<file path="src/design/bfac_pkg.sv">
// Package: constants, types and hash helpers for the Bloom filter unit.
`default_nettype none
package bfac_pkg;
  localparam int unsigned FilterBits = 65536;
  localparam int unsigned NumProbes = 3;
  localparam int unsigned WordBits = 64;
  localparam int unsigned StoreWords = FilterBits / WordBits;
  localparam int unsigned AddrW = $clog2(StoreWords);
  localparam int unsigned BitW = $clog2(WordBits);
  localparam int unsigned IdxW = $clog2(FilterBits);
  localparam int unsigned SizeW = 17;
  localparam int unsigned ProbeW = $clog2(NumProbes + 1);
  localparam int unsigned HashSteps = 6;
  localparam logic [31:0] KnuthMul = 32'd2654435761;
  localparam logic [SizeW-1:0] SizeReset = SizeW'(65536);
  localparam logic [0:0] FuncAdd = 1'b0;
  localparam logic [0:0] FuncCheck = 1'b1;
  localparam int unsigned PaddrW = 3;
  localparam logic [PaddrW-1:0] RegFilterSize = 3'd0;

  typedef struct packed {
    logic        func;
    logic [63:0] key;
  } req_t;

  typedef struct packed {
    logic        found;
    logic [31:0] key_total;
  } rsp_t;

  // one of the six mixing steps of the Jenkins integer hash
  function automatic logic [63:0] jenkins_step(input logic [63:0] x, input logic [2:0] step);
    logic [63:0] y;
    case (step)
      3'd0: y = (x + 64'h7ed55d16) + (x << 12);
      3'd1: y = (x ^ 64'hc761c23c) ^ (x >> 19);
      3'd2: y = (x + 64'h165667b1) + (x << 5);
      3'd3: y = (x + 64'hd3a2646c) ^ (x << 9);
      3'd4: y = (x + 64'hfd7046c5) + (x << 3);
      3'd5: y = (x ^ 64'hb55a4f09) ^ (x >> 16);
      default: y = x;
    endcase
    return y;
  endfunction
endpackage
`default_nettype wire

</file>
<file path="src/design/bfac_modu.sv">
// Iterative reducer: 64-bit value modulo a 17-bit size, one bit per cycle.
`default_nettype none
module bfac_modu (
  input  wire logic                      clk_i,
  input  wire logic                      rst_ni,
  input  wire logic                      start_i,
  input  wire logic [63:0]               val_i,
  input  wire logic [bfac_pkg::SizeW-1:0] size_i,
  output logic                           done_o,
  output logic [bfac_pkg::SizeW-1:0]     rem_o
);
  import bfac_pkg::*;
  logic [63:0] val_q, val_d;
  logic [SizeW:0] rem_q, rem_d;
  logic [6:0] cnt_q, cnt_d;
  logic busy_q, busy_d;
  logic [SizeW+1:0] trial;

  always_comb begin
    val_d = val_q;
    rem_d = rem_q;
    cnt_d = cnt_q;
    busy_d = busy_q;
    trial = {rem_q, val_q[63]};
    if (start_i) begin
      val_d = val_i;
      rem_d = '0;
      cnt_d = 7'd64;
      busy_d = 1'b1;
    end else if (busy_q) begin
      if (trial >= {1'b0, 1'b0, size_i}) begin
        rem_d = (SizeW+1)'(trial - {2'b0, size_i});
      end else begin
        rem_d = trial[SizeW:0];
      end
      val_d = {val_q[62:0], 1'b0};
      cnt_d = cnt_q - 7'd1;
      if (cnt_q == 7'd1) busy_d = 1'b0;
    end
  end

  always_ff @(posedge clk_i or negedge rst_ni) begin
    if (!rst_ni) begin
      busy_q <= 1'b0;
      cnt_q <= '0;
    end else begin
      busy_q <= busy_d;
      cnt_q <= cnt_d;
    end
  end

  always_ff @(posedge clk_i) begin
    val_q <= val_d;
    rem_q <= rem_d;
  end

  assign done_o = busy_q && (cnt_q == 7'd1);
  assign rem_o = rem_d[SizeW-1:0];
endmodule
`default_nettype wire

</file>
<file path="config.mk">
export PLATFORM = sky130hd
export DESIGN_NAME = bfac_modu
export DESIGN_NICKNAME = d
export VERILOG_FILES = /design/src/design/bfac_pkg.sv /design/src/design/bfac_modu.sv
export SDC_FILE = /design/constraint.sdc
export NUM_CORES = 1
export LEC_CHECK = 0
export ABC_AREA = 0
export BUFFER_PORTS_ARGS = -buffer_cell sky130_fd_sc_hd__buf_4
export CAP_MARGIN = 0
export CORE_MARGIN = 3
export CORE_UTILIZATION = 45
export CTS_BUF_LIST = sky130_fd_sc_hd__clkbuf_4 sky130_fd_sc_hd__clkbuf_8
export CTS_CLUSTER_DIAMETER = 60
export DETAILED_ROUTE_END_ITERATION = 16
export HOLD_SLACK_MARGIN = 0.1
export PLACE_DENSITY_LB_ADDON = 0.15
export SYNTH_ARGS = -nofsm -noshare
export SYNTH_HDL_FRONTEND = slang
export SYNTH_SLANG_ARGS = --single-unit
</file>
<file path="constraint.sdc">
create_clock -name clk_i -period 2.7 [get_ports clk_i]
set_input_delay 0 -clock clk_i [delete_from_list [all_inputs] [get_ports clk_i]]
set_output_delay 0 -clock clk_i [all_outputs]
set_load 0.005 [all_outputs]
</file>
## Yosys cells after proc, flatten, opt, wreduce, memory -nomap -nowiden

Index checks and enable logic that the tools add are counted.
W data, S select, Z words.

- Register bits after elaboration: 90
- Input port bits: 84
- Output and inout port bits: 18
- Word-level logic and storage cells: 21

- Add/subtract/negate cells: 2
- Magnitude comparators: 1
- Eq/ne operators: 1
- Mux-type cells: 10
- Reductions and logical operators: 2

Operators with widths:

| cell | count |
|---|---|
| $mux W64 | 2 |
| $mux W17 | 2 |
| $ge A19 B17 Y1 | 1 |
| $mux W18 | 1 |
| $sub A18 B17 Y18 | 1 |
| $mux W7 | 2 |
| $eq A7 B1 Y1 const B | 1 |
| $sub A7 B1 Y7 const B | 1 |
| $mux W1 | 3 |
| $reduce_bool A2 Y1 | 1 |
| $logic_and A1 B1 Y1 | 1 |

## Longest topological paths before layout

Gate-level depths: netlist (run 1).

- Depth after elaboration: 4
- Depth in mapped cells: 12
- Depth with buffers taken out: 11

## Worst setup path before layout (run 1)

Ideal clock, no wire load.

- Path kind: reg-to-reg
- Start point: register val_q[63]
- End point: register rem_q[16]
- Setup time: 0.127 ns
- Arrival: 2.397 ns
- Required time: 2.573 ns
- Path slack: 0.176 ns
- Cell stages (with the launch flop): 12
- Buffers on the path: 0
- Period minus slack after synthesis: 2.524 ns
- Path through: edfxtp_1 > inv_1 > ha_1 > inv_1 > fa_1 > a21o_1 > a221oi_2 > a21oi_2 > a311oi_2 > xnor2_1 > mux2_2 > a22o_1

- Word-level cells in the longest chain between the ends: 4
- Elaborated cells between the ends (all ways): 5
- Those cells by class: add/sub (1); order compare (1); mux (3)

RTL lines:

| what | line | RTL |
|---|---|---|
| start: declaration | bfac_modu.sv:13 | `logic [63:0] val_q, val_d;` |
| start signal: assignment | bfac_modu.sv:53 | `val_q <= val_d;` |
| $sub A18 B17 Y18 or $ge A19 B17 Y1 (tied branches) | bfac_modu.sv:32, bfac_modu.sv:31 |  |
| $mux W18 (*) | bfac_modu.sv:31 | `if (trial >= {1'b0, 1'b0, size_i}) begin` |
| $mux W17 (*) | bfac_modu.sv:30 | `end else if (busy_q) begin` |
| $mux W17 (*) | bfac_modu.sv:25 | `if (start_i) begin` |
| named net rem_o, one bit | bfac_modu.sv:10 | `output logic [bfac_pkg::SizeW-1:0] rem_o` |
| end signal: assignment | bfac_modu.sv:54 | `rem_q <= rem_d;` |
| end: declaration | bfac_modu.sv:14 | `logic [SizeW:0] rem_q, rem_d;` |

Mark *: on every way through the listed nets, which the timed path passes. The rest lies on a longest branch.
A chain may end at the register's enable or synchronous reset.

## Final worst setup path (run 1)

- Start point: register val_q[63]
- End point: output port rem_o[16] (netlist name)

- Word-level cells in the longest chain between the ends: 4
- Elaborated cells between the ends (all ways): 5
- Those cells by class: add/sub (1); order compare (1); mux (3)

RTL lines:

| what | line |
|---|---|
| $sub A18 B17 Y18 or $ge A19 B17 Y1 (tied branches) | bfac_modu.sv:32, bfac_modu.sv:31 |
| $mux W18 (*) | bfac_modu.sv:31 |
| $mux W17 (*) | bfac_modu.sv:30 |
| $mux W17 (*) | bfac_modu.sv:25 |
| end: declaration | bfac_modu.sv:10 |

Mark *: on every way between the ends. The rest lies on a longest branch, timed or not.

==> results_dict.tcl, run 1 <==
set metrics [dict create \
    drc 0 \
    hold_viol 0 \
    sw_frac_of_total_pct 33.27 \
    final-setup-viol-count 6 \
    synth.top_cell.area_share_pct 41.09 \
    drtIter0Drc 136 \
    placed_cell_area_um2 5630 \
    clkLatencyLatePin_ns 0.36 \
    maxCapViolCount 0 \
    layout_min_cycle_time_ns 2.944 \
    cts_tree "built" \
    synth_seq_area_share_pct 53.08 \
    dp_hpwl_um 6580 \
    numPortBuffers 101 \
    rows 36 \
    multi_input_area_um2 2387 \
    rr_endpoint "rem_q[14]" \
    wl_per_cell_um 15.83 \
    fin_util_pct 70.68 \
    cts_buffers 9 \
    slew_headroom_pct 29.07 \
    antenna_found_initial 0 \
    synthFlopType "edfxtp_1" \
    synth_warnings 0 \
    final_cell_area_um2 7036 \
    vias_per_cell 5.062 \
    syn_inst 372 \
    slowest_stage "edfxtp_1" \
    drive_above_1_share_pct 48.17 \
    hold_path.class "in -> reg" \
    clock_path_buffers 2 \
    area_delta_synth_final_pct 50.43 \
    drtAntennaViolNets 0 \
    violations "negative setup slack" \
    first_global_vias 3740 \
    cp.arrival_ns 2.94 \
    path_cells "inv_2, ha_4, inv_2, fa_2, a21o_1, a221oi_2, a21oi_2, a311oi_2, xnor2_1, mux2_2, a22o_1, buf_4" \
    p_sw_w 0.001782 \
    core_um2 9955 \
    rsz0062_at_grt "true" \
    pre_cts_slack_ns 0.008186 \
    synth_edf_count 64 \
    grt-ovfl-total 0 \
    critPathMaxStageDelay_ns 0.39 \
    grt_first_pass_wirelength_um 17670 \
    power.share.clock_pct 15.6 \
    initial_utilization_pct 46.98 \
    ios 102 \
    most-common-layout-cells "buf_4 (124), dlygate4sd3_1 (66), mux2_2 (64), edfxtp_1 (64), nor2_1 (29)" \
    critPathKind "reg -> out" \
    clk_pin_slew_worst_paths_ns 0.09 \
    cp.required_ns 2.70 \
    die_h_um 107.9 \
    cp-end-kind "output pin" \
    ctsRootBufferMaster "clkbuf_8" \
    post-route-period-util_pct 109.0 \
    final_cells 706 \
    synth.cell_area_um2 4677 \
    power.density_nw_per_um2 761.2 \
    finalWeightedCongestion 0.8416 \
    ir_drop_mv 0.5599 \
    ys_ff_latch 90 \
    whs_path_depth 4 \
    wl_um 11180 \
    timing.rr.start "val_q[63]" \
    fin_worst_skew_ns 0.009564 \
    placed_cells 602 \
    layout_commonest_cell "buf_4" \
    yosys.area.top_type "edfxtp_1" \
    hold_end "rem_q[0]" \
    grt_max_degree 84 \
    nNetsFinal 672 \
    syn_nets 476 \
    syn_avg_cell_area_um2 12.57 \
    slew_viol_final 0 \
    internal_power_w 0.003574 \
    critPathLaunch "val_q[63]" \
    p_leak_nw 2.961 \
    die-area_um2 11650 \
    synthArstFlopShare_pct 8.889 \
    setup_ws_ns -0.2436 \
    htree_levels 3 \
    drtPass1Iterations 4 \
    die_w_um 107.9 \
    crit_path_frequent_cell "inv_2" \
    min_from "size_i[0]" \
    path_max_fanout 2 \
    clock_sinks 90 \
    regArea_um2 2491 \
    track_usage_pct 19.29 \
    tightest_slew_ns 1.064 \
    p_comb_share_pct 47.8 \
    startpoint_type "flop" \
    routed-via-count 3574 \
    synth_area_leaders "edfxtp_1 (41%), mux2_2 (16%), dfxtp_1 (7.7%)" \
    status "finished with violations" \
    diodes 0 \
    r2r_cells 14 \
    rrSetupSlack_ns 0.11 \
    n_fill_cell 684 \
    synth_cell_types 48 \
    seqPwrFrac_pct 36.6 \
    max_freq_ghz 0.3397 \
]
final cells by class:
cell class	instances	area share, %
Sequential cell	90	35.41
Inverter	23	1.227
Tap cell	133	2.365
Multi-Input combinational cell	244	33.93
Clock inverter	7	0.7647
Timing Repair Buffer	200	24.54
Clock buffer	9	1.761
sequential cells by signal, summed over array words and instances (netlist names):
name    flops
rem_q      18
busy_q      1
val_q      64
cnt_q       7
metal layers:
metal  GRT usage [%]  share of wire, %  vias to the layer above  routed length (um)
met5               0                 0                        -                   0
li1                -                 -                     1772                   -
met2           32.37                49                       92                5458
met3           2.985               3.8                       15                 427
met1           25.05                45                     1695                5082
met4           7.845               1.9                        0                 212
Yosys cell counts, types with 9 or more instances:
cell,number
nand2_1,10
edfxtp_1,64
dfxtp_1,18
ha_1,19
a21oi_1,12
nor2_1,29
clkbuf_1,10
a211oi_1,11
xnor2_1,10
mux2_2,65
inv_1,23
mux2i_1,9
xor2_1,11
o21ai_0,10
power by group through the flow:
| stage | clock, W | sequential (W) | combinational [W] |
|---|---|---|---|
| 6_report | 0.000837 | 0.00196 | 0.00256 |
| 5_1_grt | 0.000927 | 0.00199 | 0.00275 |
| 2_1_floorplan | 0 | 0.00191 | 0.00120 |
| 3_3_place_gp | 0 | 0.00194 | 0.00173 |
| 3_5_place_dp | 0 | 0.00195 | 0.00174 |
| 4_1_cts | 0.000870 | 0.00195 | 0.00226 |
logic make-up (layout without fill, tap and decap cells):
logic type	after synthesis	after routing	synth area share [%]
AO/OA/AOI/OAI	66	66	10.11
XOR/XNOR	21	21	3.932
adder cells (fa/ha/maj)	20	20	5.511
buffers and inverters	38	239	3.397
flip-flops	90	90	53.08
multiplexers	75	75	17.90
AND/OR/NAND/NOR	62	62	6.073
per-stage QoR:
stage                     hold slack, ns  power, W  TNS [ns]
after detailed placement         -0.1732  0.003691         0
after global placement           -0.1773  0.003673         0
final                             0.1398  0.005356   -0.8303
after floorplan                  -0.2956  0.003103         0
after global routing              0.1233  0.005668    -1.941
after CTS                         0.1148  0.005082   -0.8360
worst max-delay path by stage:
stage / endpoint / slack, ns / cells after the start
floorplan: rem_q[16] / 0.18 / 11
global placement: rem_o[16] / 0.09 / 12
detailed placement: rem_o[16] / 0.008 / 12
CTS: rem_o[16] / -0.25 / 12
global route: rem_o[16] / -0.38 / 12
finish: rem_o[16] / -0.24 / 12
timing repair:
action                     CTS  global route
hold endpoints to repair    72             0
pin swaps                   19            24
hold buffers                66             0
setup buffers               16             6
gates cloned                 1             0
setup endpoints to repair   17            19
gates resized for setup     54            30
worst max-delay path: cells and delay by family (launching register included):
family / cells / cell delay (ns)
mux: 1 / 0.26
fa+ha+maj: 2 / 0.46
flops: 1 / 0.39
compound gates: 5 / 1.12
xor+xnor: 1 / 0.10
buf+inv: 3 / 0.26
No activity file was read; power rests on OpenSTA's default activity.
==> run 2, diff against run 1 <==
- CORE_ASPECT_RATIO: not set -> 0.9
- CORE_UTILIZATION: 45 -> 50
- PLACE_DENSITY: not set -> 0.74
- PLACE_DENSITY_LB_ADDON: 0.15 -> not set
==> run 2 against run 1 <==
  * The flow still finishes with violations (negative setup slack)
  * Maximum frequency is 2.8% lower
  * Combinational power is 3% higher
  * Sequential share of layout area is 1.2 points lower
  * Final area is 3.3% higher
  * Largest cell class unchanged
  * Highest routed layer unchanged
==> results_dict.tcl, run 2 (synthesized netlist as in run 1, its figures left out) <==
set metrics [dict create \
    path_max_fanout 2 \
    path_cells "inv_2, ha_4, buf_6, inv_4, fa_2, a21o_1, a221oi_4, a21oi_2, a311oi_2, xnor2_1, mux2_2, a22o_1, buf_4" \
    tightest_slew_ns 0.7994 \
    n_fill_cell 487 \
    drtIter0Drc 163 \
    clk_pin_slew_worst_paths_ns 0.09 \
    slowest_stage "edfxtp_1" \
    violations "negative setup slack" \
    rows 32 \
    cp.arrival_ns 3.03 \
    grt-ovfl-total 0 \
    maxCapViolCount 0 \
    grt_first_pass_wirelength_um 19420 \
    reg_top3 "val_q (64), rem_q (18), cnt_q (7)" \
    critPathKind "reg -> out" \
    startpoint_type "flop" \
    layout_commonest_cell "buf_4" \
    drive_above_1_share_pct 49.75 \
    rrSetupSlack_ns 0.05 \
    cp-end-kind "output pin" \
    power.density_nw_per_um2 772.4 \
    antenna_found_initial 1 \
    finalWeightedCongestion 0.8799 \
    ios 102 \
    hold_viol 0 \
    initial_utilization_pct 52.86 \
    numPortBuffers 101 \
    clock_sinks 90 \
    p_leak_nw 3.160 \
    post-route-period-util_pct 112.1 \
    wl_um 12570 \
    ir_drop_mv 0.4487 \
    cts_tree "built" \
    final-setup-viol-count 5 \
    max_freq_ghz 0.3303 \
    rsz0062_at_grt "true" \
    drc 0 \
    layout_min_cycle_time_ns 3.027 \
    r2r_cells 12 \
    final_cells 725 \
    timing.rr.start "val_q[63]" \
    nNetsFinal 704 \
    slew_viol_final 0 \
    whs_path_depth 4 \
    area_delta_synth_final_pct 55.35 \
    setup_ws_ns -0.3274 \
    crit_buf_inv 4 \
    grt_max_degree 65 \
    first_global_vias 4103 \
    min_from "size_i[0]" \
    crit_family "compound AO/OA/AOI/OAI gates" \
    fin_util_pct 82.11 \
    clock_path_buffers 2 \
    largest_register_ffs 64 \
    track_usage_pct 23.58 \
    multi_input_area_um2 2389 \
    placed_cells 632 \
    die_w_um 107.9 \
    routed-via-count 3801 \
    hold_end "rem_q[0]" \
    vias_per_cell 5.243 \
    dp_hpwl_um 7240 \
    critPathMaxStageDelay_ns 0.39 \
    final_cell_area_um2 7266 \
    placed_cell_area_um2 5931 \
    largest-register "val_q" \
    slew_headroom_pct 46.71 \
    status "finished with violations" \
    hold_path.class "in -> reg" \
    cts_buffers 9 \
    die-area_um2 10550 \
    wl_per_cell_um 17.34 \
    drtAntennaViolNets 0 \
    most-common-layout-cells "buf_4 (158), dlygate4sd3_1 (67), mux2_2 (65)" \
    core_um2 8848 \
    drtPass1Iterations 4 \
    regArea_um2 2489 \
    clkLatencyLatePin_ns 0.35 \
    ctsRootBufferMaster "clkbuf_8" \
    fin_worst_skew_ns 0.006107 \
    cp.required_ns 2.70 \
    die_h_um 97.75 \
    htree_levels 3 \
    rr_endpoint "rem_q[16]" \
]
## run 2: layout make-up
cell class	count	share of cell area (%)
diodes	1	0.03444
clock buffers	9	1.705
clock inverters	7	1.378
inverters	23	1.223
multi-input cells	245	32.87
flip-flops and latches	90	34.25
well taps	119	2.049
repair buffers	231	26.49
## run 2: how the worst max path moves through the flow
| stage | startpoint | end | depth (start not counted) |
|---|---|---|---|
| floorplan | val_q[63] | rem_q[16] | 11 |
| global placement | rem_q[15] | rem_o[2] | 7 |
| detailed placement | rem_q[3] | rem_o[2] | 9 |
| CTS | val_q[63] | rem_o[16] | 13 |
| global route | val_q[63] | rem_o[16] | 13 |
| finish | val_q[63] | rem_o[16] | 13 |
## run 2: metrics by stage
step | setup TNS, ns | setup slack [ns] | power [W] | hold WS, ns
2_1_floorplan | 0 | 0.1760 | 0.003103 | -0.2956
3_3_place_gp | -4.917 | -0.2595 | 0.003892 | -0.1788
3_5_place_dp | -6.544 | -0.2930 | 0.003948 | -0.1778
4_1_cts | -1.206 | -0.3235 | 0.005293 | 0.1021
5_1_grt | -3.098 | -0.4940 | 0.005934 | 0.1229
6_report | -1.136 | -0.3274 | 0.005612 | 0.1240
## run 2: power by group
group          switching [W]  internal, W  total [W]
logic                0.00119      0.00144    0.00263
clock network       0.000507     0.000530    0.00104
registers           0.000163      0.00178    0.00194
## run 2: per-layer routing
| metal | global-route usage (%) | share of wire, % |
|---|---|---|
| met4 | 7.961 | 1.8 |
| met3 | 5.882 | 5.0 |
| met2 | 41.44 | 52 |
| met1 | 28.10 | 42 |
| met5 | 0 | 0 |
## run 2: repair_timing
item                                   CTS  global route
endpoints found under the hold margin   77             0
setup endpoints to repair               35            19
resized for setup                       39            36
setup buffers                            8             2
cloned                                   0             1
pin swaps                               17            13
hold buffers                            67             0
## run 2: worst reg2reg max path, delay by kind of cell (launching register included)
| kind | cells | cell delay [ns] |
|---|---|---|
| compound gates | 5 | 1.12 |
| xor+xnor | 1 | 0.10 |
| fa+ha+maj | 2 | 0.45 |
| buf+inv | 3 | 0.21 |
| flops | 1 | 0.39 |
| mux | 1 | 0.27 |
